## src/rtl/crs_pkg.sv

```systemverilog
`timescale 1ns / 1ps
`default_nettype none

package crs_pkg;

  localparam int STACK_DEPTH_DEF = 16;
  localparam int COORD_BITS_DEF  = 16;

  localparam int CMD_W    = 3;
  localparam int STATUS_W = 3;
  localparam int DEPTH_W  = 5;
  localparam int LAYER_W  = 16;
  localparam int CFG_IDX_W = 2;

  localparam logic [CMD_W-1:0] CMD_PUSH    = 3'd0;
  localparam logic [CMD_W-1:0] CMD_POP     = 3'd1;
  localparam logic [CMD_W-1:0] CMD_RESOLVE = 3'd2;
  localparam logic [CMD_W-1:0] CMD_LAYER   = 3'd3;
  localparam logic [CMD_W-1:0] CMD_CLEAR   = 3'd4;

  localparam logic [STATUS_W-1:0] ST_CULLED   = 3'd0;
  localparam logic [STATUS_W-1:0] ST_CLIPPED  = 3'd1;
  localparam logic [STATUS_W-1:0] ST_VISIBLE  = 3'd2;
  localparam logic [STATUS_W-1:0] ST_DONE     = 3'd3;
  localparam logic [STATUS_W-1:0] ST_OVERFLOW = 3'd4;

  localparam logic [CFG_IDX_W-1:0] REG_ROOT_LEFT   = 2'd0;
  localparam logic [CFG_IDX_W-1:0] REG_ROOT_TOP    = 2'd1;
  localparam logic [CFG_IDX_W-1:0] REG_ROOT_RIGHT  = 2'd2;
  localparam logic [CFG_IDX_W-1:0] REG_ROOT_BOTTOM = 2'd3;

  localparam int ROOT_LEFT_RST   = 0;
  localparam int ROOT_TOP_RST    = 0;
  localparam int ROOT_RIGHT_RST  = 30720;
  localparam int ROOT_BOTTOM_RST = 17280;

  typedef struct packed {
    logic take_item;
    logic exec_op;
    logic scan_run;
    logic meet_op;
    logic out_load;
  } ctl_t;

  typedef struct packed {
    logic [CMD_W-1:0] item_cmd;
    logic             scan_done;
  } stat_t;

endpackage

`default_nettype wire

```

## src/rtl/clip_rect_stack.sv

```systemverilog
// clip rect stack: push, pop and clear pass through an execute state, then load the result beat;
// resolve adds a meet state before the load; layer resolve scans the stack, one stack entry read
// per cycle, then meets and loads. one item in flight; the next item is accepted the cycle after
// the result is registered
// reset (synchronous): stack empty, root clip at its default, stack ram contents undefined,
// no clearing pass
`timescale 1ns / 1ps
`default_nettype none

module clip_rect_stack #(
  parameter int STACK_DEPTH = crs_pkg::STACK_DEPTH_DEF,
  parameter int COORD_BITS  = crs_pkg::COORD_BITS_DEF
) (
  input  wire logic                           clk,
  input  wire logic                           rst,
  input  wire logic                           cfg_valid,
  output logic                                cfg_ready,
  input  wire logic [crs_pkg::CFG_IDX_W-1:0]  cfg_index,
  input  wire logic [COORD_BITS-1:0]          cfg_data,
  input  wire logic                           in_valid,
  output logic                                in_stall,
  input  wire logic [crs_pkg::CMD_W-1:0]      cmd,
  input  wire logic signed [COORD_BITS-1:0]   rect_left,
  input  wire logic signed [COORD_BITS-1:0]   rect_top,
  input  wire logic signed [COORD_BITS-1:0]   rect_right,
  input  wire logic signed [COORD_BITS-1:0]   rect_bottom,
  input  wire logic [crs_pkg::LAYER_W-1:0]    layer_id,
  output logic                                out_valid,
  input  wire logic                           out_stall,
  output logic signed [COORD_BITS-1:0]        bounds_left,
  output logic signed [COORD_BITS-1:0]        bounds_top,
  output logic signed [COORD_BITS-1:0]        bounds_right,
  output logic signed [COORD_BITS-1:0]        bounds_bottom,
  output logic signed [COORD_BITS-1:0]        clip_left,
  output logic signed [COORD_BITS-1:0]        clip_top,
  output logic signed [COORD_BITS-1:0]        clip_right,
  output logic signed [COORD_BITS-1:0]        clip_bottom,
  output logic [crs_pkg::DEPTH_W-1:0]         clip_depth,
  output logic [crs_pkg::STATUS_W-1:0]        status
);
  import crs_pkg::*;

  ctl_t  ctl;
  stat_t stat;

  assign cfg_ready = 1'b1;

  crs_ctrl u_ctrl (
    .clk       (clk),
    .rst       (rst),
    .in_valid  (in_valid),
    .cmd       (cmd),
    .out_stall (out_stall),
    .stat      (stat),
    .in_stall  (in_stall),
    .out_valid (out_valid),
    .ctl       (ctl)
  );

  crs_dp #(
    .STACK_DEPTH (STACK_DEPTH),
    .COORD_BITS  (COORD_BITS)
  ) u_dp (
    .clk           (clk),
    .rst           (rst),
    .ctl           (ctl),
    .stat          (stat),
    .cfg_wr        (cfg_valid && cfg_ready),
    .cfg_index     (cfg_index),
    .cfg_data      (cfg_data),
    .cmd           (cmd),
    .rect_left     (rect_left),
    .rect_top      (rect_top),
    .rect_right    (rect_right),
    .rect_bottom   (rect_bottom),
    .layer_id      (layer_id),
    .bounds_left   (bounds_left),
    .bounds_top    (bounds_top),
    .bounds_right  (bounds_right),
    .bounds_bottom (bounds_bottom),
    .clip_left     (clip_left),
    .clip_top      (clip_top),
    .clip_right    (clip_right),
    .clip_bottom   (clip_bottom),
    .clip_depth    (clip_depth),
    .status        (status)
  );

  a_busy_after_accept: assert property (@(posedge clk) disable iff (rst)
    in_valid && !in_stall |=> in_stall)
    else $error("input not stalled after accepting a beat");

  a_no_overwrite: assert property (@(posedge clk) disable iff (rst)
    ctl.out_load |-> !out_valid || !out_stall)
    else $error("result register overwritten while a beat is pending");

  a_scan_layer_only: assert property (@(posedge clk) disable iff (rst)
    ctl.scan_run |-> stat.item_cmd == CMD_LAYER)
    else $error("stack scan outside a layer resolve");

  a_overflow_full: assert property (@(posedge clk) disable iff (rst)
    out_valid && status == ST_OVERFLOW |-> clip_depth == DEPTH_W'(STACK_DEPTH))
    else $error("overflow reported with stack not full");

endmodule

`default_nettype wire

```

## src/rtl/crs_ram.sv

```systemverilog
`timescale 1ns / 1ps
`default_nettype none

module crs_ram #(
  parameter int WIDTH = 80,
  parameter int DEPTH = 16,
  parameter int AW    = (DEPTH > 1) ? $clog2(DEPTH) : 1
) (
  input  wire logic             clk,
  input  wire logic             we,
  input  wire logic [AW-1:0]    waddr,
  input  wire logic [WIDTH-1:0] wdata,
  input  wire logic [AW-1:0]    raddr,
  output logic      [WIDTH-1:0] rdata
);

  logic [WIDTH-1:0] mem [DEPTH];

  always_ff @(posedge clk) begin
    if (we) begin
      mem[waddr] <= wdata;
    end
    rdata <= mem[raddr];
  end

endmodule

`default_nettype wire

```

## src/rtl/crs_ctrl.sv

```systemverilog
`timescale 1ns / 1ps
`default_nettype none

module crs_ctrl (
  input  wire logic                      clk,
  input  wire logic                      rst,
  input  wire logic                      in_valid,
  input  wire logic [crs_pkg::CMD_W-1:0] cmd,
  input  wire logic                      out_stall,
  input  wire crs_pkg::stat_t            stat,
  output logic                           in_stall,
  output logic                           out_valid,
  output crs_pkg::ctl_t                  ctl
);
  import crs_pkg::*;

  localparam logic [2:0] S_IDLE = 3'd0;
  localparam logic [2:0] S_EXEC = 3'd1;
  localparam logic [2:0] S_SCAN = 3'd2;
  localparam logic [2:0] S_MEET = 3'd3;
  localparam logic [2:0] S_OUT  = 3'd4;

  logic [2:0] state;
  logic [2:0] state_next;
  logic       out_valid_next;

  always_comb begin
    ctl           = '0;
    ctl.take_item = (state == S_IDLE) && in_valid;
    ctl.exec_op   = (state == S_EXEC);
    ctl.scan_run  = (state == S_SCAN) && !stat.scan_done;
    ctl.meet_op   = (state == S_MEET);
    ctl.out_load  = (state == S_OUT) && (!out_valid || !out_stall);
  end

  assign in_stall = (state != S_IDLE);

  always_comb begin
    state_next = state;
    unique case (state)
      S_IDLE: begin
        if (in_valid) begin
          state_next = (cmd == CMD_LAYER) ? S_SCAN : S_EXEC;
        end
      end
      S_EXEC: begin
        state_next = (stat.item_cmd == CMD_RESOLVE) ? S_MEET : S_OUT;
      end
      S_SCAN: begin
        if (stat.scan_done) begin
          state_next = S_MEET;
        end
      end
      S_MEET: state_next = S_OUT;
      S_OUT: begin
        if (ctl.out_load) begin
          state_next = S_IDLE;
        end
      end
      default: state_next = S_IDLE;
    endcase
  end

  always_comb begin
    out_valid_next = out_valid;
    if (ctl.out_load) begin
      out_valid_next = 1'b1;
    end else if (!out_stall) begin
      out_valid_next = 1'b0;
    end
  end

  always_ff @(posedge clk) begin
    if (rst) begin
      state     <= S_IDLE;
      out_valid <= 1'b0;
    end else begin
      state     <= state_next;
      out_valid <= out_valid_next;
    end
  end

endmodule

`default_nettype wire

```

## src/rtl/crs_dp.sv

```systemverilog
`timescale 1ns / 1ps
`default_nettype none

module crs_dp #(
  parameter int STACK_DEPTH = crs_pkg::STACK_DEPTH_DEF,
  parameter int COORD_BITS  = crs_pkg::COORD_BITS_DEF
) (
  input  wire logic                           clk,
  input  wire logic                           rst,
  input  wire crs_pkg::ctl_t                  ctl,
  output crs_pkg::stat_t                      stat,
  input  wire logic                           cfg_wr,
  input  wire logic [crs_pkg::CFG_IDX_W-1:0]  cfg_index,
  input  wire logic [COORD_BITS-1:0]          cfg_data,
  input  wire logic [crs_pkg::CMD_W-1:0]      cmd,
  input  wire logic signed [COORD_BITS-1:0]   rect_left,
  input  wire logic signed [COORD_BITS-1:0]   rect_top,
  input  wire logic signed [COORD_BITS-1:0]   rect_right,
  input  wire logic signed [COORD_BITS-1:0]   rect_bottom,
  input  wire logic [crs_pkg::LAYER_W-1:0]    layer_id,
  output logic signed [COORD_BITS-1:0]        bounds_left,
  output logic signed [COORD_BITS-1:0]        bounds_top,
  output logic signed [COORD_BITS-1:0]        bounds_right,
  output logic signed [COORD_BITS-1:0]        bounds_bottom,
  output logic signed [COORD_BITS-1:0]        clip_left,
  output logic signed [COORD_BITS-1:0]        clip_top,
  output logic signed [COORD_BITS-1:0]        clip_right,
  output logic signed [COORD_BITS-1:0]        clip_bottom,
  output logic [crs_pkg::DEPTH_W-1:0]         clip_depth,
  output logic [crs_pkg::STATUS_W-1:0]        status
);
  import crs_pkg::*;

  localparam int CW = $clog2(STACK_DEPTH + 1);
  localparam int AW = (STACK_DEPTH > 1) ? $clog2(STACK_DEPTH) : 1;
  localparam int RW = 4 * COORD_BITS;
  localparam int EW = RW + LAYER_W;
  localparam logic [CW-1:0] FULL_COUNT = CW'(STACK_DEPTH);

  typedef struct packed {
    logic signed [COORD_BITS-1:0] l;
    logic signed [COORD_BITS-1:0] t;
    logic signed [COORD_BITS-1:0] r;
    logic signed [COORD_BITS-1:0] b;
  } rect_t;

  function automatic logic is_empty(rect_t a);
    is_empty = ($signed(a.r) <= $signed(a.l)) || ($signed(a.b) <= $signed(a.t));
  endfunction

  function automatic rect_t meet(rect_t a, rect_t b);
    rect_t o;
    if (is_empty(a)) begin
      o = b;
    end else if (is_empty(b)) begin
      o = a;
    end else begin
      o.l = ($signed(a.l) > $signed(b.l)) ? a.l : b.l;
      o.t = ($signed(a.t) > $signed(b.t)) ? a.t : b.t;
      o.r = ($signed(a.r) < $signed(b.r)) ? a.r : b.r;
      o.b = ($signed(a.b) < $signed(b.b)) ? a.b : b.b;
      if ($signed(o.r) < $signed(o.l)) begin
        o.r = o.l;
      end
      if ($signed(o.b) < $signed(o.t)) begin
        o.b = o.t;
      end
    end
    meet = o;
  endfunction

  rect_t                root;
  rect_t                q;
  logic [LAYER_W-1:0]   q_layer;
  logic [CMD_W-1:0]     item_cmd;
  logic [CW-1:0]        count;
  logic [CW-1:0]        idx;
  logic                 pend;
  rect_t                clip_r;
  rect_t                fin_r;
  logic [CW-1:0]        dep_r;
  logic [STATUS_W-1:0]  st_r;

  logic [CW-1:0]        cnt_m1;
  logic                 full;
  logic [AW-1:0]        rd_addr;
  logic [EW-1:0]        rd_data;
  logic                 ram_we;
  rect_t                ram_rect;
  logic [LAYER_W-1:0]   ram_layer;
  rect_t                top_rect;
  rect_t                push_rect;
  logic [STATUS_W-1:0]  res_status;
  logic                 is_query;

  assign cnt_m1    = count - 1'b1;
  assign full      = (count == FULL_COUNT);
  assign rd_addr   = ctl.scan_run ? idx[AW-1:0] : cnt_m1[AW-1:0];
  assign ram_rect  = rect_t'(rd_data[RW-1:0]);
  assign ram_layer = rd_data[EW-1 -: LAYER_W];
  assign top_rect  = (count == '0) ? root : ram_rect;
  assign push_rect = is_empty(q) ? root : meet(q, top_rect);
  assign ram_we    = ctl.exec_op && (item_cmd == CMD_PUSH) && !full;
  assign is_query  = (item_cmd == CMD_RESOLVE) || (item_cmd == CMD_LAYER);

  assign stat.item_cmd  = item_cmd;
  assign stat.scan_done = (idx == count) && !pend;

  always_comb begin
    if (is_empty(q) || is_empty(fin_r)) begin
      res_status = ST_CULLED;
    end else if (fin_r != q) begin
      res_status = ST_CLIPPED;
    end else begin
      res_status = ST_VISIBLE;
    end
  end

  crs_ram #(
    .WIDTH (EW),
    .DEPTH (STACK_DEPTH),
    .AW    (AW)
  ) u_ram (
    .clk   (clk),
    .we    (ram_we),
    .waddr (count[AW-1:0]),
    .wdata ({q_layer, push_rect}),
    .raddr (rd_addr),
    .rdata (rd_data)
  );

  // root clip registers
  always_ff @(posedge clk) begin
    if (rst) begin
      root.l <= COORD_BITS'(ROOT_LEFT_RST);
      root.t <= COORD_BITS'(ROOT_TOP_RST);
      root.r <= COORD_BITS'(ROOT_RIGHT_RST);
      root.b <= COORD_BITS'(ROOT_BOTTOM_RST);
    end else if (cfg_wr) begin
      unique case (cfg_index)
        REG_ROOT_LEFT:   root.l <= cfg_data;
        REG_ROOT_TOP:    root.t <= cfg_data;
        REG_ROOT_RIGHT:  root.r <= cfg_data;
        REG_ROOT_BOTTOM: root.b <= cfg_data;
        default: ;
      endcase
    end
  end

  // stack control
  always_ff @(posedge clk) begin
    if (rst) begin
      count <= '0;
      idx   <= '0;
      pend  <= 1'b0;
    end else begin
      if (ctl.take_item) begin
        idx  <= '0;
        pend <= 1'b0;
      end else if (ctl.scan_run) begin
        if (idx < count) begin
          idx  <= idx + 1'b1;
          pend <= 1'b1;
        end else begin
          pend <= 1'b0;
        end
      end
      if (ctl.exec_op) begin
        unique case (item_cmd)
          CMD_PUSH:  if (!full) count <= count + 1'b1;
          CMD_POP:   if (count != '0) count <= cnt_m1;
          CMD_CLEAR: count <= '0;
          default: ;
        endcase
      end
    end
  end

  // item and working registers
  always_ff @(posedge clk) begin
    if (ctl.take_item) begin
      q.l      <= rect_left;
      q.t      <= rect_top;
      q.r      <= rect_right;
      q.b      <= rect_bottom;
      q_layer  <= layer_id;
      item_cmd <= cmd;
      clip_r   <= root;
      dep_r    <= '0;
      st_r     <= ST_DONE;
    end
    if (ctl.scan_run && pend && (ram_layer <= q_layer)) begin
      clip_r <= meet(clip_r, ram_rect);
      dep_r  <= dep_r + 1'b1;
    end
    if (ctl.exec_op) begin
      fin_r <= '0;
      unique case (item_cmd)
        CMD_RESOLVE: begin
          clip_r <= top_rect;
          dep_r  <= count;
        end
        CMD_PUSH: begin
          clip_r <= '0;
          if (full) begin
            dep_r <= count;
            st_r  <= ST_OVERFLOW;
          end else begin
            dep_r <= count + 1'b1;
          end
        end
        CMD_POP: begin
          clip_r <= '0;
          dep_r  <= (count != '0) ? cnt_m1 : count;
        end
        CMD_CLEAR: begin
          clip_r <= '0;
          dep_r  <= '0;
        end
        default: begin
          clip_r <= '0;
          dep_r  <= count;
        end
      endcase
    end
    if (ctl.meet_op) begin
      fin_r <= meet(q, clip_r);
    end
  end

  // output beat register
  always_ff @(posedge clk) begin
    if (ctl.out_load) begin
      bounds_left   <= fin_r.l;
      bounds_top    <= fin_r.t;
      bounds_right  <= fin_r.r;
      bounds_bottom <= fin_r.b;
      clip_left     <= clip_r.l;
      clip_top      <= clip_r.t;
      clip_right    <= clip_r.r;
      clip_bottom   <= clip_r.b;
      clip_depth    <= DEPTH_W'(dep_r);
      status        <= is_query ? res_status : st_r;
    end
  end

endmodule

`default_nettype wire
```

## config.mk

```make
export PLATFORM = sky130hd
export DESIGN_NAME = clip_rect_stack
export DESIGN_NICKNAME = d
export VERILOG_FILES = /design/src/rtl/crs_pkg.sv /design/src/rtl/clip_rect_stack.sv /design/src/rtl/crs_ram.sv /design/src/rtl/crs_ctrl.sv /design/src/rtl/crs_dp.sv
export SDC_FILE = /design/constraint.sdc
export NUM_CORES = 2
export LEC_CHECK = 0
export ABC_AREA = 0
export BUFFER_PORTS_ARGS = -buffer_cell sky130_fd_sc_hd__buf_2
export CORE_MARGIN = 4
export CORE_UTILIZATION = 35
export DETAILED_ROUTE_END_ITERATION = 10
export GPL_ROUTABILITY_DRIVEN = 0
export PLACE_DENSITY_LB_ADDON = 0.08
export SLEW_MARGIN = 5
export SYNTH_ARGS = -nofsm -noshare
export SYNTH_HDL_FRONTEND = slang
export SYNTH_SLANG_ARGS = --single-unit
```

## constraint.sdc

```tcl
create_clock -name clk -period 13.4 [get_ports clk]
set_clock_uncertainty 0.15 [all_clocks]
set_input_delay 1.34 -clock clk [delete_from_list [all_inputs] [get_ports clk]]
set_output_delay 1.34 -clock clk [all_outputs]
set_load 0.02 [all_outputs]
```

==> results.json <==
{
  "status": "finished, final reports clean",
  "cts_tree": "yes",
  "async_reset_ff_frac": 0,
  "final_cell_area_sq_mm": 0.0970,
  "syn_nets": 6556,
  "required_ns": 13.71,
  "wl_met3_microns": 14300,
  "vias": 54000,
  "timing.final.setup_violations": 0,
  "grt_max_degree": 115,
  "max-cap-violations": 0,
  "clock_latency_ns": 0.88,
  "layout_common_cells": "edfxtp_1, a21oi_1, ha_1",
  "netlist.area_leader.share": 0.578,
  "max_stage_delay_ns": 1.10,
  "syn_inst": 5992,
  "grt.total_usage": 0.226,
  "end_kind": "flop",
  "cp.arrival_ns": 9.24,
  "portBuffers": 243,
  "dr.pass1.iters": 6,
  "dp_hpwl_microns": 192000,
  "die_area_sq_mm": 0.250,
  "io_pins": 245,
  "wl_met2_microns": 135000,
  "grt_remaining_overflow": 0,
  "tns_ns": 0,
  "synth_edf_count": 1632,
  "final_common_cell": "edfxtp_1",
  "yosys.area.top_type": "edfxtp_1",
  "cts_root_buf": "clkbuf_16",
  "holdBufCountCts": 0,
  "grt_pass1_wl_microns": 409000,
  "rows": 180,
  "synth_cell_types": 91,
  "whs_ns": 0.297,
  "critical-path-top-delay-family": "compound AO/OA/AOI/OAI gates",
  "synth_seq_area_share": 0.617,
  "finalCritPeriodShare": 0.666,
  "wirelength_microns": 288000,
  "worstMarginPinSlew_ns": 1.36,
  "drt-initial-drc-count": 5181,
  "clockBufferDepth": 3,
  "clkTransAtPathRegs_ns": 0.06,
  "numCtsBuffers": 198,
  "via_per_inst": 5.59,
  "area_growth_pct": 14.4,
  "start_kind": "flop",
  "hold_path.class": "reg -> reg",
  "clock_sinks": 1794,
  "layout.nets": 6856,
  "crit_fanout": 71,
  "final_hold_viol_count": 0,
  "drc": 0,
  "core_area_sq_mm": 0.241,
  "finalCriticalPeriod_ns": 8.93,
  "post-cts-setup-buffers": 0,
  "slew_viol_final": 0,
  "r2r_slack_ns": 4.47,
  "drive_gt1_frac": 0.178,
  "postRouteAntennaNets": 0,
  "rsz0062_at_grt": "no",
  "max_freq_mhz": 112,
  "synth_area_per_cell_sq_um": 14.1,
  "met1_length_microns": 130000,
  "ys_warn_count": 0,
  "ys_ff_latch": 1794,
  "placed_area_sq_mm": 0.0904,
  "path_buf_inv": 4,
  "power.leakage_uw": 0.0346,
  "cts_resized": 0,
  "wl_per_cell_microns": 29.9,
  "crit_type": "reg -> reg",
  "die_h_microns": 500,
  "power_density_mw_per_mm2": 173,
  "synthesis.area_sq_mm": 0.0847,
  "worstPathCellList": "inv_1 -> ha_1 -> nor4b_4 -> buf_4 -> buf_4 -> a21oi_1 -> ha_1 -> nand4_1 -> nor4_1 -> nand4_1 -> o21ai_0 -> a21oi_1 -> nor2_2 -> buf_4 -> mux2_2 -> ha_1 -> and4_1 -> o2111ai_1 -> nor3_1 -> and2_1 -> o31a_1 -> o21ai_0 -> a31oi_1",
  "ys.flop_type": "edfxtp_1",
  "grt_pass1_vias": 54400,
  "dr.max_layer_used": "met5",
  "die_w_microns": 500,
  "start_util": 0.352,
  "ys_top_cells_by_area": "edfxtp_1, mux4_2, ha_1",
  "cp_slowest_cell": "a31oi_1",
  "h-tree-depth": 4,
  "antenna_found_initial": 15,
  "max_slew_margin": 0.0919,
  "peakVddDrop_mv": 0.127
}
-- cells in the mapped netlist, types with 20 or more instances --
cell and count:
inv_1 312, a221oi_1 26, nand2b_1 31, or3_1 25, ha_1 458, o21ai_1 43
nand3_1 92, o211ai_1 23, clkbuf_1 230, buf_2 46, buf_1 20, a211oi_1 166
mux2i_1 189, mux4_2 320, nor4_1 23, mux2_2 39, dfxtp_1 162, o21a_1 52
a21o_1 83, nor2b_1 122, a21oi_1 481, nor3_1 66, nor2_1 303, nand2_1 362
o31ai_1 26, a31oi_1 45, xnor2_1 76, o22ai_1 37, o311ai_0 36, o21ai_0 175
nand4_1 75, edfxtp_1 1632
-- layer usage --
| layer | global-route usage | vias to the layer above |
|---|---|---|
| met3 | 0.0275 | 420 |
| met2 | 0.366 | 1741 |
| met5 | 0 | - |
| met4 | 0.0730 | 2 |
| li1 | - | 24000 |
| met1 | 0.318 | 27900 |
-- flip-flops by register name, summed over array words and instances (netlist names), 64 cells and up --
| signal | count |
|---|---|
| u_dp.fin_r | 64 |
| u_dp.u_ram.mem | 1280 |
| u_dp.clip_r | 64 |
| u_dp.q | 64 |
| u_dp.root | 64 |
| u_dp.u_ram.rdata | 80 |
-- where the power goes --
part | switching, uW | internal, uW | total [uW]
registers | 362 | 6750 | 7110
logic | 2860 | 1340 | 4210
clock network | 2320 | 3120 | 5440
-- metrics by stage --
step	setup slack (ns)	util	power, uW	instances
6_report	4.47	0.403	16800	9655
5_1_grt	4.02	0.403	17500	9654
4_1_cts	4.60	0.403	16900	9651
2_1_floorplan	3.20	-	9740	5992
3_3_place_gp	4.72	0.375	11300	9277
3_5_place_dp	4.64	0.375	11400	9277
-- area by class of cell --
type | instances | area (sq um)
clock inverters | 97 | 1070
repair buffers | 403 | 2480
fillers | 22400 | 144000
multi-input cells | 3581 | 30500
flip-flops and latches | 1794 | 52300
well taps | 3185 | 3990
diodes | 4 | 10.0
inverters | 314 | 1180
clock buffers | 277 | 5490
-- worst min-delay path: cells and delay by family (launching register included) --
family / cells / cell delay [ns]
flip-flops: 1 / 0.31
AND/OR/NAND/NOR: 2 / 0.09
-- kinds of logic after synthesis --
| kind of cell | synth area share |
|---|---|
| adder cells (fa/ha/maj) | 0.0676 |
| AND/OR/NAND/NOR | 0.0654 |
| other | 0.0000443 |
| buffers and inverters | 0.0285 |
| AO/OA/AOI/OAI | 0.0976 |
| multiplexers | 0.116 |
| XOR/XNOR | 0.00848 |
| flip-flops | 0.617 |
-- final timing paths --
check / start / end / depth (start not counted)
worst min register to register: u_dp.st_r[2] / u_dp.st_r[2] / 2
worst min-delay path: u_dp.st_r[2] / u_dp.st_r[2] / 2
worst max-delay path: u_dp.count[0] / u_dp.u_ram.mem[15][6] / 23
worst max register to register: u_dp.count[0] / u_dp.u_ram.mem[15][6] / 23
Power figures use the tool's default switching activity.
